===== config.mk =====
export PLATFORM = sky130hd
export DESIGN_NAME = fbde_geom
export DESIGN_NICKNAME = d
export VERILOG_FILES = /design/src/fbde_pkg.sv /design/src/fbde_geom.sv
export SDC_FILE = /design/constraint.sdc
export NUM_CORES = 1
export LEC_CHECK = 0
export BUFFER_PORTS_ARGS = -buffer_cell sky130_fd_sc_hd__buf_4
export CAP_MARGIN = 20
export CORE_MARGIN = 1
export CORE_UTILIZATION = 60
export DETAILED_ROUTE_END_ITERATION = 12
export PLACE_DENSITY = 0.9
export SYNTH_ARGS = -nofsm -noshare
export SYNTH_HDL_FRONTEND = slang
export SYNTH_SLANG_ARGS = --single-unit

===== constraint.sdc =====
create_clock -name vclk -period 19.9
set_input_delay 3.98 -clock vclk [all_inputs]
set_output_delay 3.98 -clock vclk [all_outputs]
set_load 0.01 [all_outputs]

===== src/fbde_pkg.sv =====
`default_nettype none
package fbde_pkg;

  localparam int BYTE_BITS = 8;

  localparam logic [3:0] OP_PIXEL  = 4'd0;
  localparam logic [3:0] OP_HLINE  = 4'd1;
  localparam logic [3:0] OP_VLINE  = 4'd2;
  localparam logic [3:0] OP_FRECT  = 4'd3;
  localparam logic [3:0] OP_BRECT  = 4'd4;
  localparam logic [3:0] OP_CLEAR  = 4'd5;
  localparam logic [3:0] OP_FILL   = 4'd6;
  localparam logic [3:0] OP_INVERT = 4'd7;
  localparam logic [3:0] OP_READ   = 4'd8;

  localparam logic CFG_LINE_PIXELS = 1'b0;
  localparam logic CFG_FRAME_ROWS  = 1'b1;

  typedef struct packed {
    logic [3:0] opcode;
    logic [7:0] pos_x;
    logic [7:0] pos_y;
    logic [7:0] span_w;
    logic [7:0] span_h;
    logic [7:0] border_thick;
    logic       pixel_value;
    logic [8:0] byte_addr;
  } cmd_t;

  // one line segment; coordinates may fall below zero for border sides
  typedef struct packed {
    logic signed [11:0] lx;
    logic signed [11:0] ly;
    logic [7:0]         len;
    logic               vert;
  } line_t;

  typedef struct packed {
    logic [8:0] eff_w;
    logic [6:0] eff_h;
    logic [5:0] wbytes;
  } geom_cfg_t;

endpackage
`default_nettype wire


===== src/fbde_geom.sv =====
`default_nettype none
module fbde_geom
  import fbde_pkg::*;
#(
  parameter int AW = 9
) (
  input  wire cmd_t       cmd_i,
  input  wire logic [7:0] idx_i,
  input  wire logic [1:0] sub_i,
  input  wire geom_cfg_t  cfg_i,
  input  wire line_t      cur_i,
  input  wire logic [7:0] step_i,
  output line_t         line_o,
  output logic          reject_o,
  output logic [AW-1:0] addr_o,
  output logic [7:0]    mask_o
);

  logic signed [11:0] x, y, w, h, i;
  logic signed [11:0] ex, ey, ww, hh, px, py;
  logic               in_start, in_end;
  logic [12:0]        prod;

  always_comb begin
    x  = $signed({4'd0, cmd_i.pos_x});
    y  = $signed({4'd0, cmd_i.pos_y});
    w  = $signed({4'd0, cmd_i.span_w});
    h  = $signed({4'd0, cmd_i.span_h});
    i  = $signed({4'd0, idx_i});
    ww = $signed({3'd0, cfg_i.eff_w});
    hh = $signed({5'd0, cfg_i.eff_h});
    line_o = '{lx: x, ly: y, len: cmd_i.span_w, vert: 1'b0};
    unique case (cmd_i.opcode)
      OP_PIXEL: line_o.len = 8'd1;
      OP_VLINE: line_o.vert = 1'b1;
      OP_FRECT: line_o.ly = y + i;
      OP_BRECT: begin
        unique case (sub_i)
          2'd0: line_o.ly = y + i;
          2'd1: line_o.ly = y + h - 12'sd1 - i;
          2'd2: line_o = '{lx: x + i, ly: y, len: cmd_i.span_h, vert: 1'b1};
          default: line_o = '{lx: x + w - 12'sd1 - i, ly: y, len: cmd_i.span_h, vert: 1'b1};
        endcase
      end
      default: ;
    endcase

    in_start = (line_o.lx >= 0) && (line_o.lx < ww) && (line_o.ly >= 0) && (line_o.ly < hh);
    ex = line_o.lx + $signed({4'd0, line_o.len}) - 12'sd1;
    ey = line_o.ly + $signed({4'd0, line_o.len});
    if (line_o.vert) begin
      in_end = (ey <= hh);
    end else begin
      in_end = (ex >= 0) && (ex < ww);
    end
    reject_o = !(in_start && in_end);

    px = cur_i.vert ? cur_i.lx : cur_i.lx + $signed({4'd0, step_i});
    py = cur_i.vert ? cur_i.ly + $signed({4'd0, step_i}) : cur_i.ly;
    prod   = 13'(py[6:0] * cfg_i.wbytes) + 13'(px[7:3]);
    addr_o = prod[AW-1:0];
    mask_o = 8'h80 >> px[2:0];
  end

endmodule
`default_nettype wire


==> impl_results.md, run 1 <==
* Status: finished, final reports clean
* Hold Buf Count CTS at 0
* Initial Util at 62.7%
* Reg area at 0 sq um
* Placed cells at 1108
* Drt wl/cell at 15.3 um
* Vias in the first global route at 6261
* Hold path startpoint: cmd_i[50]
* Sequential cell count at 0
* Hold Violations, Final at 0
* CP required at 15.92 ns
* Setup crit start kind: input pin
* Starting DRT DRC Count at 313
* Final std cells w/o fill at 1108
* Largest net degree at the start of global routing at 29
* Synth-to-layout area growth at 19.1%
* Synth Cell Area at 6210 sq um
* Worst Path Arrival at 9.90 ns
* Sequential-to-total area share from yosys stat at 0%
* Pre-Repair DR Iteration Count at 5
* Antenna Nets Post-Route at 0
* Clock Buffer Count at 0
* Most frequent cell after synthesis: inv_1
* First-pass GRT wire length at 28200 um
* CP Capture Type: output pin
* Post-CTS setup buffer count at 0
* Die width at 104 um
* ANT cells at 0
* Distinct cells, synth at 73
* Core area at 9910 sq um
* Slew HR at 39.3%
* Vias at 6454
* # rows at 36
* Overall power at 0.000460 W
* Die Y at 104 um
* Nets@finish at 1282
* Post-Syn Instances at 843
* Initial antenna violation count at 0
* Synth area leader: ha_1
* HPWL after detailed placement at 15100 um
* Top cells by area, synth: ha_1 (30%), inv_1 (9.7%), fa_1 (9.0%)
* # IOs at 178
* Setup TNS at 0 ns
* Syn avg cell area at 7.37 sq um
* Critical path class: in2out
* Net count after synthesis at 1148
* PostCTS Resize Cnt at 0
* RSZ-0062 raised after global routing: no
* Gp weighted congestion at 0.934
* Worst Tran Pin Value at 0.897 ns
* Synth warnings at 0
* Total Routing Usage GR at 31.4%
* Via density at 5.82
* Top-area cell type share of the netlist area at 30.2%
* Fmax at 72.0 MHz
* Ratio of cells with drive above 1 in the final layout at 16.6%
* Hold Path Stages at 3
* Min Clock Period, post-route at 13.88 ns
* Slowest stage cell on the critical path: or4_1
* Synth cell count leaders: inv_1 (160), ha_1 (150), a21oi_1 (56)
* Hold endpoint: line_o[0]
* Grt ovf at 0
* # DRC at 0
* Port-buffer cells at 143
* Max-Cap Viols at 0
* Die area at 10800 sq um
* Lkg Pwr at 4.03 nW
* CP peak stage delay at 0.53 ns
* Fin crit share at 69.8%
* Peak supply drop at 0.143 mV
* Power per Cell Area at 62.1 nW/um^2
* Min-delay worst type: in2out
* Routed WL at 17000 um
* Endpoints failing setup at 0
* Final slew viol count at 0
* Worst-path fanout max at 5
worst max-delay path by stage:
stage,start,end,slack [ns],cells after the start
3_5_place_dp,cmd_i[43],reject_o,6.10,32
6_report,cmd_i[43],reject_o,6.02,32
5_1_grt,cmd_i[43],reject_o,5.68,32
2_1_floorplan,cmd_i[27],reject_o,6.92,30
4_1_cts,cmd_i[43],reject_o,6.07,32
3_3_place_gp,cmd_i[43],reject_o,6.24,32
kinds of logic after synthesis:
kind of cell               synth area share [%]
muxes                                      1.85
AOI/OAI and AO/OA                          21.0
adders and majority gates                  39.2
xor gates and xnor gates                   9.72
and+or+nand+nor                            17.6
buffers and inverters                      10.6
where the power goes:
| group | switching, W | internal, W |
|---|---|---|
| logic | 0.000238 | 0.000221 |
| clock network | 0 | 0 |
| registers | 0 | 0 |
through the flow:
stage | hold slack, ns | worst slack (ns) | instance area [sq um] | util, %
2_1_floorplan | 8.02 | 6.92 | 6210 | -
3_3_place_gp | 8.33 | 6.24 | 7400 | 74.7
3_5_place_dp | 8.33 | 6.10 | 7400 | 74.7
4_1_cts | 8.33 | 6.07 | 7400 | 74.7
5_1_grt | 8.36 | 5.68 | 7400 | 74.7
6_report | 8.34 | 6.02 | 7400 | 74.7
cell type report:
| class | count | area [sq um] |
|---|---|---|
| fillers | 782 | 2510 |
| inverters | 162 | 608 |
| multi-input cells | 670 | 5550 |
| well taps | 133 | 166 |
| repair buffers | 143 | 1070 |
per-layer routing:
| layer | global-route usage, % | share of wire [%] | vias to the layer above |
|---|---|---|---|
| met1 | 38.3 | 41 | 2981 |
| met4 | 9.29 | 3.3 | 0 |
| met2 | 58.1 | 49 | 260 |
| met3 | 2.83 | 7.1 | 53 |
| li1 | - | - | 3160 |
| met5 | 0 | 0 | - |
cells in the final DEF, fill, tap and decap left out, drive strengths merged, types with 3 or more instances in the layout:
cell | Yosys | layout
nand2b | 10 | 10
a221o | 4 | 4
o211ai | 3 | 3
and2 | 11 | 11
nand4 | 5 | 5
a21boi | 3 | 3
a31oi | 7 | 7
buf | 4 | 143
a222oi | 3 | 3
nand2 | 54 | 54
xor2 | 17 | 17
nand3 | 17 | 17
o21ai | 41 | 41
o41ai | 4 | 4
inv | 162 | 162
o21bai | 7 | 7
ha | 150 | 150
nor2b | 19 | 19
o311ai | 3 | 3
a21oi | 56 | 56
a21o | 21 | 21
nand3b | 4 | 4
fa | 28 | 28
or2 | 4 | 4
xnor2 | 52 | 52
a22oi | 10 | 10
nor3b | 3 | 3
and3 | 7 | 7
mux2i | 7 | 7
o21a | 10 | 10
nor3 | 15 | 15
nor2 | 55 | 55
mux2 | 4 | 4
a211oi | 4 | 4
critical path: cells and delay by family:
kind                       cells  cell delay, ns
adders and majority gates      7            2.15
AOI/OAI and AO/OA              8            1.57
and+or+nand+nor                7            1.23
xor gates and xnor gates       2            0.30
buffers and inverters          8            0.67
No activity file was read; power rests on OpenSTA's default activity.
==> run 2: changes to the inputs <==
Settings changed: CORE_UTILIZATION 60 to 51, PLACE_DENSITY 0.9 to 0.82.
Clock period 19.9 ns to 12.45 ns, I/O delays scaled along.
==> impl_results.md, run 2 (synthesized netlist as in run 1, its figures left out) <==
* Status: finished, final reports clean
* Placed Area at 7410 sq um (+0.17%)
* HPWL after detailed placement at 14900 um (-1.3%)
* Synth-to-layout area growth at 19.3%
* Sequential cell count at 0 (unchanged)
* CP peak stage delay at 0.52 ns (about the same)
* Worst-path fanout max at 5 (unchanged)
* Pre-Repair DR Iteration Count at 5 (unchanged)
* Lkg Pwr at 4.03 nW (unchanged)
* Commonest non-fill, non-tap cell in the layout: inv_1
* Endpoints failing setup at 0 (unchanged)
* Port-buffer cells at 143 (unchanged)
* Ratio of cells with drive above 1 in the final layout at 16.6% (unchanged)
* Die area at 12600 sq um (+17%)
* CP required at 9.96 ns (-5.96 ns)
* Initial Util at 53.3% (-9.4 points)
* Final slew viol count at 0 (unchanged)
* Hold Buf Count CTS at 0 (unchanged)
* Gp weighted congestion at 0.935 (+0.14%)
* Min Clock Period, post-route at 10.76 ns
* Hold Violations, Final at 0 (unchanged)
* Drt wl/cell at 14.9 um (-2.9%)
* ANT cells at 0 (unchanged)
* Nets@finish at 1282 (unchanged)
* Setup TNS at 0 ns (unchanged)
* Clock Buffer Count at 0 (unchanged)
* Hold_ws at 5.35 ns (-2.99 ns)
* Routed WL at 16600 um (-2.0%)
* Core area at 11700 sq um (+18%)
* RSZ-0062 raised after global routing: no
* Slowest stage cell on the critical path: or4_1
* Fin area at 7410 sq um (+0.17%)
* Grt ovf at 0 (unchanged)
* # rows at 39 (+8.3%)
* Initial antenna violation count at 0 (unchanged)
* Worst Tran Pin Value at 0.943 ns (+0.0463 ns)
* # IOs at 178 (unchanged)
* First-pass GRT wire length at 27100 um (-3.7%)
* Reg area at 0 sq um (unchanged)
* Starting DRT DRC Count at 434 (+39%)
* Critical path class: in2out
* Fmax at 92.9 MHz
* Max-Cap Viols at 0 (unchanged)
* Vias at 6229 (-3.5%)
* Largest net degree at the start of global routing at 29 (unchanged)
* Die width at 112 um (+8.3%)
* Worst Path Arrival at 8.27 ns (-1.63 ns)
* Post-CTS setup buffer count at 0 (unchanged)
* PostCTS Resize Cnt at 0 (unchanged)
* Commonest non-fill, non-tap cells in the layout: inv_1 (160), ha_1 (150), buf_4 (143), a21oi_1 (56)
* Via density at 5.57 (-4.3%)
* Hold path startpoint: cmd_i[50]
* Fin crit share at 86.4%
* CP Capture Type: output pin
* Power per Cell Area at 97.9 nW/um^2 (+58%)
* Setup crit start kind: input pin
* Vias in the first global route at 5861 (-6.4%)
* Total Routing Usage GR at 26.3% (-5.1 points)
* # DRC at 0 (unchanged)
* Slew HR at 36.1% (-3.1 points)
* Antenna Nets Post-Route at 0 (unchanged)
* CP Launch Point: cmd_i[43]
* Min-delay worst type: in2out
* Peak supply drop at 0.121 mV (-16%)
* Die Y at 112 um (+8.3%)
run 2: cell counts in the layout (fill, tap and decap cells not counted):
Identical to the previous run, type by type.
run 2: worst paths after layout:
| kind | endpoint | slack (ns) | depth (start not counted) |
|---|---|---|---|
| max | reject_o | 1.69 | 32 |
| min | line_o[0] | 5.35 | 3 |
run 2: layer usage:
metal	vias to the layer above	track usage, %	part of all wire (%)
met4	0	4.27	1.9
li1	3164	-	-
met2	218	47.8	47
met3	26	1.08	6.7
met1	2821	35.1	44
met5	-	0	0
run 2: critical path: cells and delay by family:
| kind | cells | cell delay, ns |
|---|---|---|
| compound gates | 8 | 1.47 |
| xor+xnor | 2 | 0.29 |
| buf+inv | 8 | 0.66 |
| simple gates | 7 | 1.22 |
| fa+ha+maj | 7 | 2.13 |
run 2: power by group:
group          switching, W  internal (W)  total [W]
clock network             0             0          0
logic              0.000372      0.000354   0.000726
registers                 0             0          0
run 2: final cells by class:
| class | instances | area, sq um |
|---|---|---|
| inverter | 162 | 608 |
| tap | 143 | 179 |
| timing repair buffer | 143 | 1070 |
| fill | 1050 | 4250 |
| multi-input combinational | 670 | 5550 |
run 2: stage by stage:
step           total power, W  cells  setup slack [ns]  utilization (%)
6_report             0.000726   1118              1.69             63.6
5_1_grt              0.000816   1118              1.28             63.6
4_1_cts              0.000727   1118              1.74             63.6
3_5_place_dp         0.000720   1118              1.76             63.6
3_3_place_gp         0.000703   1118              1.80             63.6
2_1_floorplan        0.000514    843              2.45                -
